`src/rtl/core/c2dct_pkg.sv`:
```
package c2dct_pkg;

  // Fixed field widths
  localparam int DW        = 34;  // offset from centre or camera, signed
  localparam int NW        = 49;  // dividend bits of the zoom divider
  localparam int VW        = 41;  // divider result, signed
  localparam int ZW        = 24;  // zoom, unsigned Q8.16
  localparam int TW        = 16;  // cosine and sine, signed
  localparam int ZOOM_FRAC = 16;

  localparam logic [ZW-1:0] ZOOM_MIN = 24'd655;

  // Direction codes
  localparam logic OP_S2W = 1'b0;
  localparam logic OP_W2S = 1'b1;

  // Register indexes
  localparam logic [2:0] REG_VIEW_WIDTH  = 3'd0;
  localparam logic [2:0] REG_VIEW_HEIGHT = 3'd1;
  localparam logic [2:0] REG_ZOOM        = 3'd2;
  localparam logic [2:0] REG_COS         = 3'd3;
  localparam logic [2:0] REG_SIN         = 3'd4;
  localparam logic [2:0] REG_CAMERA_X    = 3'd5;
  localparam logic [2:0] REG_CAMERA_Y    = 3'd6;

  typedef struct packed {
    logic                 op;
    logic signed [DW-1:0] dx;
    logic signed [DW-1:0] dy;
  } item_t;

  typedef struct packed {
    logic  valid;
    item_t item;
  } beat_t;

  typedef struct packed {
    logic        [ZW-1:0] zoom;
    logic signed [TW-1:0] cos_r;
    logic signed [TW-1:0] sin_r;
    logic signed [31:0]   cam_x;
    logic signed [31:0]   cam_y;
    logic signed [DW-1:0] cx_half;
    logic signed [DW-1:0] cy_half;
  } cfg_t;

endpackage

```
`src/rtl/core/c2dct_front.sv`:
```
module c2dct_front (
  input  logic               clk,
  input  logic               rst_n,
  input  logic               in_valid,
  output logic               in_ready,
  input  logic               in_op,
  input  logic signed [31:0] in_x,
  input  logic signed [31:0] in_y,
  input  c2dct_pkg::cfg_t    cfg,
  input  logic               q_full,
  output c2dct_pkg::beat_t   push
);
  import c2dct_pkg::*;

  logic  fv_r;
  item_t item_r;
  item_t item_nxt;
  logic signed [DW-1:0] ex;
  logic signed [DW-1:0] ey;

  // Take a beat whenever the holding register is empty or drains this cycle
  assign in_ready = !fv_r || !q_full;
  assign push.valid = fv_r;
  assign push.item  = item_r;

  // Classify: offset from viewport centre or from the camera
  always_comb begin
    ex = DW'(in_x);
    ey = DW'(in_y);
    item_nxt.op = in_op;
    if (in_op == OP_S2W) begin
      item_nxt.dx = ex - cfg.cx_half;
      item_nxt.dy = cfg.cy_half - ey;
    end else begin
      item_nxt.dx = ex - DW'(cfg.cam_x);
      item_nxt.dy = ey - DW'(cfg.cam_y);
    end
  end

  always_ff @(posedge clk) begin
    if (!rst_n) begin
      fv_r <= 1'b0;
    end else if (in_ready) begin
      fv_r <= in_valid;
    end
  end

  always_ff @(posedge clk) begin
    if (in_ready && in_valid) begin
      item_r <= item_nxt;
    end
  end

endmodule

```
`config.mk`:
```
export PLATFORM = sky130hd
export DESIGN_NAME = c2dct_front
export DESIGN_NICKNAME = d
export VERILOG_FILES = /design/src/rtl/core/c2dct_pkg.sv /design/src/rtl/core/c2dct_front.sv
export SDC_FILE = /design/constraint.sdc
export NUM_CORES = 1
export LEC_CHECK = 0
export ABC_AREA = 1
export BUFFER_PORTS_ARGS = -buffer_cell sky130_fd_sc_hd__buf_2
export CORE_MARGIN = 5
export CORE_UTILIZATION = 35
export CTS_CLUSTER_DIAMETER = 60
export CTS_CLUSTER_SIZE = 16
export DETAILED_ROUTE_END_ITERATION = 7
export PLACE_DENSITY = 0.64
export SETUP_SLACK_MARGIN = 0.02
export SYNTH_ARGS = -nofsm -noshare
export SYNTH_HDL_FRONTEND = slang
export SYNTH_SLANG_ARGS = --single-unit
```
`constraint.sdc`:
```
create_clock -name clk -period 11.1 [get_ports clk]
set_input_delay 2.22 -clock clk [delete_from_list [all_inputs] [get_ports clk]]
set_output_delay 2.22 -clock clk [all_outputs]
set_load 0.01 [all_outputs]
```
==> results of run 1 <==
## sequential cells by signal, summed over array words and instances, names as in the netlist
name and cells:
fv_r 1, push 69
## through the flow
stage	instances	instance area [um^2]	util [%]	setup WS, ps
final	2962	14700	41.4	6340
after detailed placement	2946	14400	40.6	6340
after CTS	2962	14700	41.4	6340
after floorplan	2226	12500	-	4980
after global placement	2946	14400	40.6	6340
after global routing	2962	14700	41.4	6320
## Yosys cell counts (3+ instances only)
| master | instances |
|---|---|
| nand3b_1 | 6 |
| o22ai_1 | 4 |
| nor2_1 | 199 |
| inv_1 | 486 |
| o21ai_2 | 5 |
| nand4_1 | 26 |
| nand2_2 | 26 |
| edfxtp_1 | 69 |
| xor2_1 | 20 |
| nor3_1 | 35 |
| buf_2 | 4 |
| a21oi_1 | 159 |
| nand2_1 | 721 |
| mux2i_1 | 3 |
| buf_1 | 4 |
| nand3_1 | 150 |
| nand3_2 | 4 |
| a21o_1 | 9 |
| nor2_2 | 3 |
| clkbuf_1 | 5 |
| ha_1 | 130 |
| o21bai_1 | 18 |
| fa_1 | 4 |
| o21ai_0 | 119 |
## final timing paths
check	depth (start not counted)	end	slack, ps	start
max reg2reg	2	push[66]	9420	fv_r
max	3	in_ready	6340	q_full
min	2	fv_r	540	fv_r
min reg2reg	2	fv_r	540	fv_r
## kinds of logic after synthesis
| kind of cell | after synthesis | synth area share (%) |
|---|---|---|
| DFF | 70 | 16.8 |
| and+or+nand+nor | 1175 | 38.9 |
| muxes | 3 | 0.241 |
| xor gates and xnor gates | 21 | 1.47 |
| buffers and inverters | 503 | 15.3 |
| AOI/OAI and AO/OA | 320 | 13.7 |
| adders and majority gates | 134 | 13.7 |
## layout by cell type (no fill, tap or decap), types with 35 or more instances in the layout
master,n
buf_2,271
o21ai_0,119
ha_1,130
nand2_1,721
nor2_1,199
inv_1,485
nand3_1,150
a21oi_1,158
nor3_1,35
edfxtp_1,69
## cell type report
class / instances / area (um^2)
Clock buffer: 9 / 225
Clock inverter: 7 / 73.8
Fill cell: 4016 / 20700
Inverter: 488 / 1830
Multi-Input combinational cell: 1653 / 8490
Sequential cell: 70 / 2090
Tap cell: 461 / 577
Timing Repair Buffer: 274 / 1380
## metal layers
layer	track usage, %	share of wire (%)	vias up
met5	0	0	-
met2	44.2	47	469
met3	1.85	5.4	69
met1	32.4	44	6528
li1	-	-	7559
met4	8.87	3.5	0
## power by group
group / total (W) / switching (W) / internal, W
registers: 0.000340 / 0.00000793 / 0.000332
clock network: 0.000313 / 0.000154 / 0.000160
logic: 0.000682 / 0.000454 / 0.000228
total: 0.00133 / 0.000616 / 0.000719
## worst reg2reg max path, stage by stage (launching register included)
cell	delay [ps]
dfxtp_1	350
a21oi_4	110
buf_4	790
==> flow_summary.toml, run 1 <==
[logic_synthesis]
synth_area_leaders = "nand2_1 22%, edfxtp_1 17%, inv_1 15%"
yosys_warnings = 0
post_synth.cell_area_avg_um2 = 5.61
area_leader_netlist = "nand2_1"
netlist_area_mm2 = 0.0125
ffs_w_async_s_r_synth_pct = 0
synth.ff_latch_count = 70
synth_edf_count = 69
synth_cell_types = 36
synthesis.nets = 2617
synth-seq-area-share_pct = 16.8
instance_count_of_the_mapped_netlist = 2226
yosys.area.top_type_share_pct = 21.7
synthFlopType = "edfxtp_1"

[final_layout]
area_delta_synth_final_pct = 17.6
final_nets = 2887
diodes = 0
fraction_of_layout_instances_using_a_drive_strength_above_1_pct = 13.5

[sta]
final_hold_viol_count = 0
worst_slew_margin_rel_pct = 31.4
final_cycle_share_pct = 42.9
finalSetupTns_ps = 0
timing.final.setup_violations = 0
fmax_ghz = 0.210
tightest_slew_ps = 1030
rsz0062_at_grt = "no"
timing.final.max_slew_violations = 0
finalWorstPathRequiredPeriod_ps = 4760
worst_case_clock_skew_ps = 7.85
worst_hold_slack_ps = 541

[cts]
cts-root-buf = "clkbuf_16"
numClockSinks = 70
cts_made_buffers = 9
clk_transition_reported_paths_ps = 80
tritoncts = "done"
worst_skew_pair.late_latency_ps = 370
clock_tree.buffer_depth = 2
cts_resized = 0
cts.hold.buffers_added = 0
postCtsSetupRepairBufs = 0
clock_tree.htree_level_count = 3

[critical_path]
start_kind = "input pin"
crit_path_cell_trace = "buf_2 > nand2_1 > buf_2"
worstPathBufferInverterCount = 2
required_ps = 8880
worst_path_largest_cell_delay_ps = 140
worst_ep_arrival_time_ps = 2540
worstSetupPathType = "in2out"
timing.critical_path.to_type = "output pin"
timing.critical_path.max_delay_family = "buffers and inverters"
worst-path-max-fanout = 2
critPathMostFrequentCell = "buf_2"
cp_slowest_cell = "buf_2"

[global_route]
grt_antenna_before_repair = 0
number_of_global_route_vias_before_repair = 14412
first_pass_grt_wire_length_um = 76400
grt_max_degree = 76
grt-ovfl-total = 0
gr-usage-all-layers_pct = 25.1

[place]
hpwl_um = 44300
io_buffer_count = 271
place.gp.congestion = 0.911

[floorplanning]
die_area_mm2 = 0.0395
count_of_pins_on_the_block_boundary = 328
die_y_um = 199
floorplan.initialDensity_pct = 35.3
row_count = 69
core_area_mm2 = 0.0354
fp.dieW_um = 199

[route]
route.vias.total = 14625
wl_um = 50800
detailedRoute.firstPassIterationCount = 5
drtAntennaViolNets = 0
remaining_drc_errors = 0
routed_wire_length_per_instance_um = 17.2
drt_iter0_markers = 888
route.detailed.vias_per_inst = 4.94

[pwr]
power-per-cell-area_mw_per_mm2 = 91.0
leakage_nw = 8.66
post-layout-total-power_w = 0.00133
worst_ir_drop_vdd_v = 0.0000544

[job]
maxCapViolCount = 0

[outcome]
status = "complete, no violations"

[hold_path]
hold_class = "reg2reg"
Note: power is estimated with default switching activity, not from simulation.
==> inputs of run 2 (changes only) <==
clock period = 4.8 ns   (was 11.1 ns; I/O delays follow)
==> run 2 against run 1 <==
  * Sequential cell count unchanged
  * Global-route usage decreased by 0.53 points
  * Via count increased by 0.68%
  * Combinational power increased by 130%
  * Die area unchanged
==> flow_summary.toml, run 2 (same netlist as run 1, synthesis figures left out) <==
[hold_path]
worstHoldPathCells = 2
hold_path_end = "fv_r"
hold_class = "reg2reg"
min-delay-start = "fv_r"

[sta]
worst_slew_margin_rel_pct = 33.3
worst_case_clock_skew_ps = 11.5
final_hold_viol_count = 0
finalWorstPathRequiredPeriod_ps = 2830
tightest_slew_ps = 1000
fmax_ghz = 0.354
timing.final.setup_violations = 0
timing.final.max_slew_violations = 0
rsz0062_at_grt = "no"
final_cycle_share_pct = 58.9
finalSetupTns_ps = 0

[floorplanning]
floorplan.initialDensity_pct = 35.3
count_of_pins_on_the_block_boundary = 328
die_y_um = 199
core_area_mm2 = 0.0354
die_area_mm2 = 0.0395
row_count = 69
fp.dieW_um = 199

[final_layout]
layout.cells.most_common_list = "721 x nand2_1, 485 x inv_1, 271 x buf_2, 199 x nor2_1, 158 x a21oi_1"
area_delta_synth_final_pct = 17.9
diodes = 0
layout.area.seq_mm2 = 0.00209
mostFrequentLayoutCell = "nand2_1"
final_nets = 2888
multi_input_comb_area_mm2 = 0.00849
largest_reg_flops = 69
postLayoutCoreUtil_pct = 41.6
final.fill_count = 4015
fraction_of_layout_instances_using_a_drive_strength_above_1_pct = 13.5

[critical_path]
worstPathBufferInverterCount = 3
rrSetupSlack_ps = 2920
crit-reg2reg-capture = "push[59]"
critPathMostFrequentCell = "nand2_1"
start_kind = "input pin"
worst-path-max-fanout = 5
r2r_start = "fv_r"
worstRegToRegCells = 2
cp_slowest_cell = "fa_1"
crit_path_cell_trace = "buf_2 > inv_1 > ha_1 > fa_1 > inv_1 > nand2_1 > o21ai_2 > nand2_1 > nand2_1 > nand2_1 > nand2_2 > nand2_1 > nand2_1 > nand2_1 > nand3_1 > nand2_1"
timing.critical_path.max_delay_family = "simple AND/OR/NAND/NOR gates"
timing.critical_path.to_type = "flop"
worst_path_largest_cell_delay_ps = 390
required_ps = 4930
worst_ep_arrival_time_ps = 2950
worstSetupPathType = "in2reg"
critPathLaunch = "in_x[0]"

[cts]
cts_resized = 0
cts-root-buf = "clkbuf_16"
tritoncts = "done"
clock_tree.htree_level_count = 3
worst_skew_pair.late_latency_ps = 380
postCtsSetupRepairBufs = 0
clock_tree.buffer_depth = 2
clk_transition_reported_paths_ps = 70
cts.hold.buffers_added = 0
cts_made_buffers = 9
numClockSinks = 70

[route]
drtAntennaViolNets = 0
detailedRoute.firstPassIterationCount = 5
routed_wire_length_per_instance_um = 16.9
drt_iter0_markers = 913
remaining_drc_errors = 0
route.detailed.vias_per_inst = 4.97
wl_um = 50000
route.vias.total = 14725

[pwr]
power-per-cell-area_mw_per_mm2 = 215
leakage_nw = 8.68
worst_ir_drop_vdd_v = 0.000190

[global_route]
number_of_global_route_vias_before_repair = 14318
gr-usage-all-layers_pct = 24.6
grt_max_degree = 75
grt_antenna_before_repair = 0
first_pass_grt_wire_length_um = 74900
grt-ovfl-total = 0

[place]
io_buffer_count = 271
hpwl_um = 43300
place.gp.congestion = 0.950

[outcome]
status = "complete, no violations"

[job]
maxCapViolCount = 0
## run 2: where the power goes
group,switching [W],leakage (nW),internal [W]
combinational,0.00104,7.84,0.000527
sequential,0.0000181,0.679,0.000767
clock,0.000349,0.161,0.000462
## run 2: worst max-delay path by stage
| stage | end | slack, ps | depth (start not counted) |
|---|---|---|---|
| 6_report | push[58] | 1970 | 16 |
| 3_5_place_dp | push[62] | 1600 | 16 |
| 3_3_place_gp | push[62] | 1600 | 16 |
| 2_1_floorplan | push[0] | 1490 | 2 |
| 4_1_cts | push[64] | 2000 | 16 |
| 5_1_grt | push[62] | 1760 | 16 |
## run 2: worst register-to-register path: stages, from the launching register on
cell	delay, ps
dfxtp_1	340
a21oi_4	640
buf_4	520
## run 2: layer usage
metal	routed length, um	GRT usage, %	vias to the layer above
li1	-	-	7573
met1	21600	31.5	6644
met2	24300	44.1	456
met3	2960	2.27	52
met4	1170	6.89	0
met5	0	0	-
## run 2: metrics by stage
| stage | instance area [um^2] | instances | hold slack [ps] | setup slack [ps] | power (W) |
|---|---|---|---|---|---|
| 3_5_place_dp | 14400 | 2947 | 539 | 1600 | 0.00235 |
| 3_3_place_gp | 14400 | 2947 | 513 | 1600 | 0.00234 |
| 4_1_cts | 14700 | 2963 | 548 | 2000 | 0.00318 |
| 2_1_floorplan | 12500 | 2226 | 558 | 1490 | 0.00182 |
| 5_1_grt | 14700 | 2963 | 585 | 1760 | 0.00340 |
| 6_report | 14700 | 2963 | 542 | 1970 | 0.00316 |
## run 2: layout make-up
cell class / instances / share of cell area, %
sequential: 70 / 14.2
multi-input combinational: 1653 / 57.7
timing repair buffer: 275 / 9.42
inverter: 488 / 12.5
tap: 461 / 3.92
clock inverter: 7 / 0.706
clock buffer: 9 / 1.53
