[src/rtl/core/c2dct_pkg.sv]
package c2dct_pkg;

  // Fixed field widths
  localparam int DW        = 34;  // offset from centre or camera, signed
  localparam int NW        = 49;  // dividend bits of the zoom divider
  localparam int VW        = 41;  // divider result, signed
  localparam int ZW        = 24;  // zoom, unsigned Q8.16
  localparam int TW        = 16;  // cosine and sine, signed
  localparam int ZOOM_FRAC = 16;

  localparam logic [ZW-1:0] ZOOM_MIN = 24'd655;

  // Direction codes
  localparam logic OP_S2W = 1'b0;
  localparam logic OP_W2S = 1'b1;

  // Register indexes
  localparam logic [2:0] REG_VIEW_WIDTH  = 3'd0;
  localparam logic [2:0] REG_VIEW_HEIGHT = 3'd1;
  localparam logic [2:0] REG_ZOOM        = 3'd2;
  localparam logic [2:0] REG_COS         = 3'd3;
  localparam logic [2:0] REG_SIN         = 3'd4;
  localparam logic [2:0] REG_CAMERA_X    = 3'd5;
  localparam logic [2:0] REG_CAMERA_Y    = 3'd6;

  typedef struct packed {
    logic                 op;
    logic signed [DW-1:0] dx;
    logic signed [DW-1:0] dy;
  } item_t;

  typedef struct packed {
    logic  valid;
    item_t item;
  } beat_t;

  typedef struct packed {
    logic        [ZW-1:0] zoom;
    logic signed [TW-1:0] cos_r;
    logic signed [TW-1:0] sin_r;
    logic signed [31:0]   cam_x;
    logic signed [31:0]   cam_y;
    logic signed [DW-1:0] cx_half;
    logic signed [DW-1:0] cy_half;
  } cfg_t;

endpackage

[src/rtl/core/c2dct_fifo.sv]
module c2dct_fifo #(
  parameter int DEPTH = 4
) (
  input  logic             clk,
  input  logic             rst_n,
  input  c2dct_pkg::beat_t push,
  output logic             full,
  input  logic             pop,
  output c2dct_pkg::beat_t head
);
  import c2dct_pkg::*;

  localparam int AW = (DEPTH > 1) ? $clog2(DEPTH) : 1;

  item_t       mem_r [DEPTH];
  logic [AW-1:0] wp_r;
  logic [AW-1:0] rp_r;
  logic [AW:0]   cnt_r;
  logic          do_push;
  logic          do_pop;

  assign full       = (cnt_r == (AW+1)'(DEPTH));
  assign head.valid = (cnt_r != '0);
  assign head.item  = mem_r[rp_r];
  assign do_push    = push.valid && !full;
  assign do_pop     = pop && head.valid;

  // Advance pointers and count
  always_ff @(posedge clk) begin
    if (!rst_n) begin
      wp_r  <= '0;
      rp_r  <= '0;
      cnt_r <= '0;
    end else begin
      if (do_push) begin
        wp_r <= (wp_r == AW'(DEPTH-1)) ? '0 : wp_r + 1'b1;
      end
      if (do_pop) begin
        rp_r <= (rp_r == AW'(DEPTH-1)) ? '0 : rp_r + 1'b1;
      end
      if (do_push && !do_pop) begin
        cnt_r <= cnt_r + 1'b1;
      end else if (!do_push && do_pop) begin
        cnt_r <= cnt_r - 1'b1;
      end
    end
  end

  always_ff @(posedge clk) begin
    if (do_push) begin
      mem_r[wp_r] <= push.item;
    end
  end

endmodule

[config.mk]
export PLATFORM = sky130hd
export DESIGN_NAME = c2dct_fifo
export DESIGN_NICKNAME = d
export VERILOG_FILES = /design/src/rtl/core/c2dct_pkg.sv /design/src/rtl/core/c2dct_fifo.sv
export SDC_FILE = /design/constraint.sdc
export NUM_CORES = 1
export LEC_CHECK = 0
export BUFFER_PORTS_ARGS = -buffer_cell sky130_fd_sc_hd__buf_2
export CORE_ASPECT_RATIO = 0.9
export CORE_UTILIZATION = 60
export CTS_CLUSTER_DIAMETER = 40
export CTS_CLUSTER_SIZE = 10
export DETAILED_ROUTE_END_ITERATION = 12
export GPL_TIMING_DRIVEN = 0
export PLACE_DENSITY_LB_ADDON = 0.08
export SLEW_MARGIN = 30
export SYNTH_ARGS = -nofsm -noshare
export SYNTH_HDL_FRONTEND = slang
export SYNTH_SLANG_ARGS = --single-unit
export TNS_END_PERCENT = 50
[constraint.sdc]
create_clock -name clk -period 6.8 [get_ports clk]
set_clock_uncertainty 0.2 [all_clocks]
set_input_delay 0.34 -clock clk [delete_from_list [all_inputs] [get_ports clk]]
set_output_delay 0.34 -clock clk [all_outputs]
set_load 0.02 [all_outputs]
==> results of run 1 <==
## cells in the final DEF (no fill, tap or decap), drive strengths merged
cell | netlist | layout
clkbuf | 7 | 53
fa | 1 | 1
nor2 | 2 | 2
clkinvlp | 0 | 1
or3 | 2 | 2
xnor2 | 1 | 1
a21boi | 1 | 1
nand2 | 6 | 6
nor3b | 1 | 1
inv | 3 | 4
edfxtp | 276 | 276
xor2 | 1 | 1
dlygate4sd3 | 0 | 70
mux2i | 3 | 3
nor2b | 2 | 2
mux4 | 69 | 69
clkinv | 0 | 7
and2 | 5 | 5
buf | 11 | 158
nand3 | 2 | 2
dfxtp | 9 | 9
ha | 6 | 6
o21ai | 3 | 3
o31ai | 1 | 1
## power breakdown
part	leakage (µW)	total, µW	switching [µW]	internal (µW)
Sequential	0.00260	2190	53.4	2140
Combinational	0.00147	1240	696	541
Clock	0.000491	1630	634	992
Total	0.00457	5060	1380	3680
## stage by stage
stage	instance area, µm²	hold WS [ps]	cells	util [%]	power (µW)
floorplan	10400	239	412	-	3060
CTS	13300	94.5	919	78.3	5110
global route	13300	154	919	78.3	5260
global placement	11400	282	790	67.6	3410
detailed placement	11500	313	794	68.1	3440
finish	13300	118	919	78.3	5060
## cells in the mapped netlist (all sizes together)
master | n | area, µm²
dfxtp | 9 | 180
and2 | 5 | 31.3
fa | 1 | 20.0
xnor2 | 1 | 8.76
nand3 | 2 | 10.0
mux2i | 3 | 30.0
nor2b | 2 | 12.5
clkbuf | 7 | 26.3
inv | 3 | 11.3
nor3b | 1 | 7.51
buf | 11 | 104
nor2 | 2 | 7.51
o21ai | 3 | 15.0
ha | 6 | 75.1
or3 | 2 | 12.5
xor2 | 1 | 8.76
edfxtp | 276 | 8290
mux4 | 69 | 1550
o31ai | 1 | 7.51
a21boi | 1 | 7.51
nand2 | 6 | 22.5
## logic make-up (layout without fill, tap and decap cells)
group	count (synthesis)	after routing	synth area share, %
muxes	72	72	15.2
xor gates and xnor gates	2	2	0.168
DFF	285	285	81.1
and+or+nand+nor	20	20	0.995
buffers and inverters	21	293	1.35
adders and majority gates	7	7	0.911
AOI/OAI and AO/OA	5	5	0.288
## state kept, by name, indices dropped and copies added (netlist names), named ones only
signal  flops
mem_r     276
rp_r        2
cnt_r       3
wp_r        2
## path summary, 6_finish.rpt
| kind | endpoint | from | cells past startpoint | slack, ps |
|---|---|---|---|---|
| worst max-delay path | cnt_r[2] | cnt_r[0] | 7 | 4080 |
| worst min-delay path | rp_r[1] | pop | 3 | 120 |
| worst max register to register | cnt_r[2] | cnt_r[0] | 7 | 4080 |
| worst min register to register | wp_r[1] | wp_r[1] | 2 | 310 |
## area by class of cell
type	instances	share of cell area [%]
flip-flops and latches	285	63.9
multi-input cells	106	13.9
repair buffers	217	11.3
clock buffers	46	7.31
well taps	235	2.22
plain buffers	18	0.981
clock inverters	9	0.330
inverters	3	0.0849
## worst reg2reg max path: cells and delay by family, from the launching register on
| family | cells | cell delay [ps] |
|---|---|---|
| buf+inv | 1 | 70 |
| flops | 1 | 370 |
| xor+xnor | 1 | 190 |
| fa+ha+maj | 2 | 700 |
| simple gates | 1 | 320 |
| compound gates | 2 | 790 |
## timing repair
| item | in CTS | in global routing |
|---|---|---|
| hold buffers | 70 | 0 |
| endpoints found under the hold margin | 278 | 0 |
| endpoints found under the setup margin | 0 | 0 |
## metal layers
layer	track usage [%]	part of all wire (%)	up-vias
met2	38.3	51	181
met3	5.47	6.0	39
met4	9.34	2.4	0
met1	29.9	40	2556
met5	0	0	-
li1	-	-	2269
==> flow_metrics.tcl, run 1 <==
set metrics [dict create \
    slew-limit-headroom_pct 55.6 \
    ys_seq_area_share_pct 81.1 \
    setup_tns_ps 0 \
    start_util_pct 61.6 \
    root_buffer "clkbuf_16" \
    grt_max_degree 40 \
    ant_nets 0 \
    avgSynthCellArea_um2 25.3 \
    syn-instance-count 412 \
    ios 144 \
    htreeDepth 2 \
    max_cap_violations 0 \
    cts_buffers 37 \
    nFillCells 902 \
    dp_hpwl_um 10800 \
    grt_antenna_before_repair 0 \
    finalHoldViolCount 0 \
    pwr_density_cell_mw_per_mm2 381 \
    num_antenna_cells 0 \
    critPathSlowestCell "o31ai_1" \
    worst_pin_slew_ps 665 \
    die_w_um 141 \
    synth-seq-cells 285 \
    cts_tree "done" \
    yosys_warnings 0 \
    design.core.area_mm2 0.0169 \
    post_cts_buffers 0 \
    holdCritPathClass "input pin to register" \
    worst_ep_required_time_ps 6990 \
    dp_slack_ps 4130 \
    cp.arrival_ps 2910 \
    outcome "completed" \
    fin_ws_ps 4080 \
    num_rows 45 \
    multiInputGateArea_mm2 0.00184 \
    dieArea_mm2 0.0179 \
    port_buffers 143 \
    cp-start-kind "register" \
    cts.sinks 285 \
    clk_path_buf_depth 3 \
    max_freq_mhz 368 \
    cts.reportedPaths.clkPinSlew_ps 50 \
    critPathTopFamily "compound AO/OA/AOI/OAI gates" \
    vias 5045 \
    end_kind "register" \
    syn2layout_area_growth_pct 27.0 \
    syn-cell-area_mm2 0.0104 \
    drive_above_1_share_pct 39.8 \
    path_cells "o31ai_1 -> ha_1 -> inv_1 -> fa_1 -> xor2_1 -> or3_1 -> a21boi_0" \
    slowest_delay_ps 570 \
    postCtsResizedCells 0 \
    drc_errors 0 \
    routed_wl_um 19300 \
    finalCritPeriodShare_pct 40.0 \
    leakagePower_uw 0.00457 \
    cp_max_fo 5 \
    fin_crit_ps 2720 \
    grt_usage_pct 23.0 \
    synth_cell_types 24 \
    drtPass1Iterations 5 \
    die_h_um 127 \
    clock_latency_ps 490 \
    gp_congestion 0.688 \
    setup_viol 0 \
    synth_fp_nets 492 \
    area.sequential_mm2 0.00847 \
    grt_overflow 0 \
    first_global_vias 5478 \
    path_buf_inv 1 \
    routed_via_density 5.49 \
    final_nets 748 \
    rsz0062_at_grt "false" \
    drt_iter0_markers 326 \
    vdd_drop_max_mv 0.304 \
    final_max_slew_viol_count 0 \
    wire_per_inst_um 21.0 \
    critical_path_class "register to register" \
    grt_pass1_wl_um 30000 \
]
Note: power is estimated with default switching activity, not from simulation.
==> run 2, diff against run 1 <==
- CORE_UTILIZATION: 60 -> 57
- clock period: 6.8 -> 2.7 ns (I/O delays scaled with it)
==> run 2 against run 1 <==
Compared with the run above:
- die area is 5.2% higher
- power grew to 2.5 times the previous value
- count of clock-buffer cells in the layout is 2 lower
- largest cell class unchanged
- highest routed layer unchanged
==> flow_metrics.tcl, run 2 (synthesis results as in run 1) <==
set metrics [dict create \
    rsz0062_at_grt "false" \
    routed_wl_um 19100 \
    drtPass1Iterations 4 \
    cp_max_fo 10 \
    fin_crit_ps 2520 \
    drc_errors 0 \
    pwr_density_cell_mw_per_mm2 963 \
    finalCritPeriodShare_pct 93.3 \
    worst_ep_required_time_ps 2370 \
    final_max_slew_viol_count 0 \
    cts.reportedPaths.clkPinSlew_ps 50 \
    outcome "completed" \
    design.core.area_mm2 0.0178 \
    drt_iter0_markers 257 \
    ant_nets 0 \
    cp.arrival_ps 2190 \
    critPathSlowestCell "mux4_2" \
    num_antenna_cells 0 \
    worst_pin_slew_ps 656 \
    grt_usage_pct 21.2 \
    max_freq_mhz 397 \
    dp_hpwl_um 11000 \
    htreeDepth 2 \
    start_util_pct 58.7 \
    grt_antenna_before_repair 0 \
    ios 144 \
    cts_tree "done" \
    largest_reg_flops 276 \
    largestRegisters "mem_r x276, cnt_r x3" \
    grt_max_degree 38 \
    crit_top_cell "buf_2" \
    multiInputGateArea_mm2 0.00185 \
    max_cap_violations 0 \
    clk_path_buf_depth 3 \
    setup_viol 0 \
    num_rows 46 \
    total_power_uw 12800 \
    root_buffer "clkbuf_16" \
    setup_tns_ps 0 \
    area.sequential_mm2 0.00847 \
    die_w_um 145 \
    final_cell_mix "edfxtp_1 (276), buf_2 (146), dlygate4sd3_1 (72)" \
    end_kind "output pin" \
    fin_ws_ps 180 \
    slew-limit-headroom_pct 56.3 \
    dieArea_mm2 0.0189 \
    grt_overflow 0 \
    port_buffers 143 \
    vdd_drop_max_mv 0.671 \
    syn2layout_area_growth_pct 27.7 \
    cts.sinks 285 \
    dp_slack_ps 47.1 \
    clock_latency_ps 490 \
    finish.utilization_pct 75.0 \
    final_nets 749 \
    final_common_cell "edfxtp_1" \
    finalHoldViolCount 0 \
    nFillCells 1018 \
    grt_pass1_wl_um 29000 \
    leakagePower_uw 0.00460 \
    vias 5098 \
    largest-register "mem_r" \
    cts_buffers 36 \
    slowest_delay_ps 350 \
    critical_path_class "register to output pin" \
    gp_congestion 0.695 \
    wire_per_inst_um 20.7 \
    routed_via_density 5.53 \
    die_h_um 130 \
    path_cells "buf_2 -> buf_2 -> buf_2 -> mux4_2 -> buf_2" \
    first_global_vias 5447 \
    cp-start-kind "register" \
    drive_above_1_share_pct 40.5 \
    holdCritPathClass "input pin to register" \
]
-- run 2: path summary, 6_finish.rpt --
check	depth (start not counted)	slack (ps)	startpoint	endpoint
max	5	180	register	head[44]
min	4	20	push[69]	wp_r[1]
min reg2reg	2	310	wp_r[1]	wp_r[1]
max reg2reg	9	250	cnt_r[2]	cnt_r[2]
-- run 2: area by class of cell --
| cell class | count | share of cell area, % |
|---|---|---|
| inverters | 3 | 0.0845 |
| clock buffers | 44 | 7.14 |
| flip-flops and latches | 285 | 63.5 |
| repair buffers | 219 | 11.5 |
| well taps | 240 | 2.25 |
| plain buffers | 18 | 0.985 |
| multi-input cells | 106 | 13.8 |
| clock inverters | 7 | 0.629 |
-- run 2: power breakdown --
group	leakage, µW	total [µW]	internal, µW	switching (µW)
Clock	0.000501	4200	2640	1560
Combinational	0.00149	3110	1380	1730
Sequential	0.00260	5530	5390	133
Total	0.00460	12800	9410	3430
-- run 2: metal layers --
metal  track usage (%)  up-vias  wire length [µm]
li1                  -     2259                 -
met1              26.7     2651              7560
met2              36.5      149             10100
met3              4.74       39              1020
met4              7.80        0               450
met5                 0        -                 0
-- run 2: per-stage QoR --
step	hold slack, ps	cells	area, µm²
2_1_floorplan	33.9	412	10400
3_3_place_gp	144	795	11500
3_5_place_dp	151	799	11600
4_1_cts	75.1	922	13300
5_1_grt	58.6	922	13300
6_report	20.6	922	13300
-- run 2: what timing repair did --
| item | CTS | global route |
|---|---|---|
| endpoints found under the hold margin | 284 | 0 |
| endpoints found under the setup margin | 0 | 1 |
| hold buffers | 72 | 0 |
| buffers inserted | 0 | 0 |
| gates resized for setup | 0 | 5 |
-- run 2: critical path: cells and delay by family, from the launching register on --
family / cells / cell delay (ps)
muxes: 1 / 350
DFF: 1 / 300
buffers and inverters: 4 / 1040
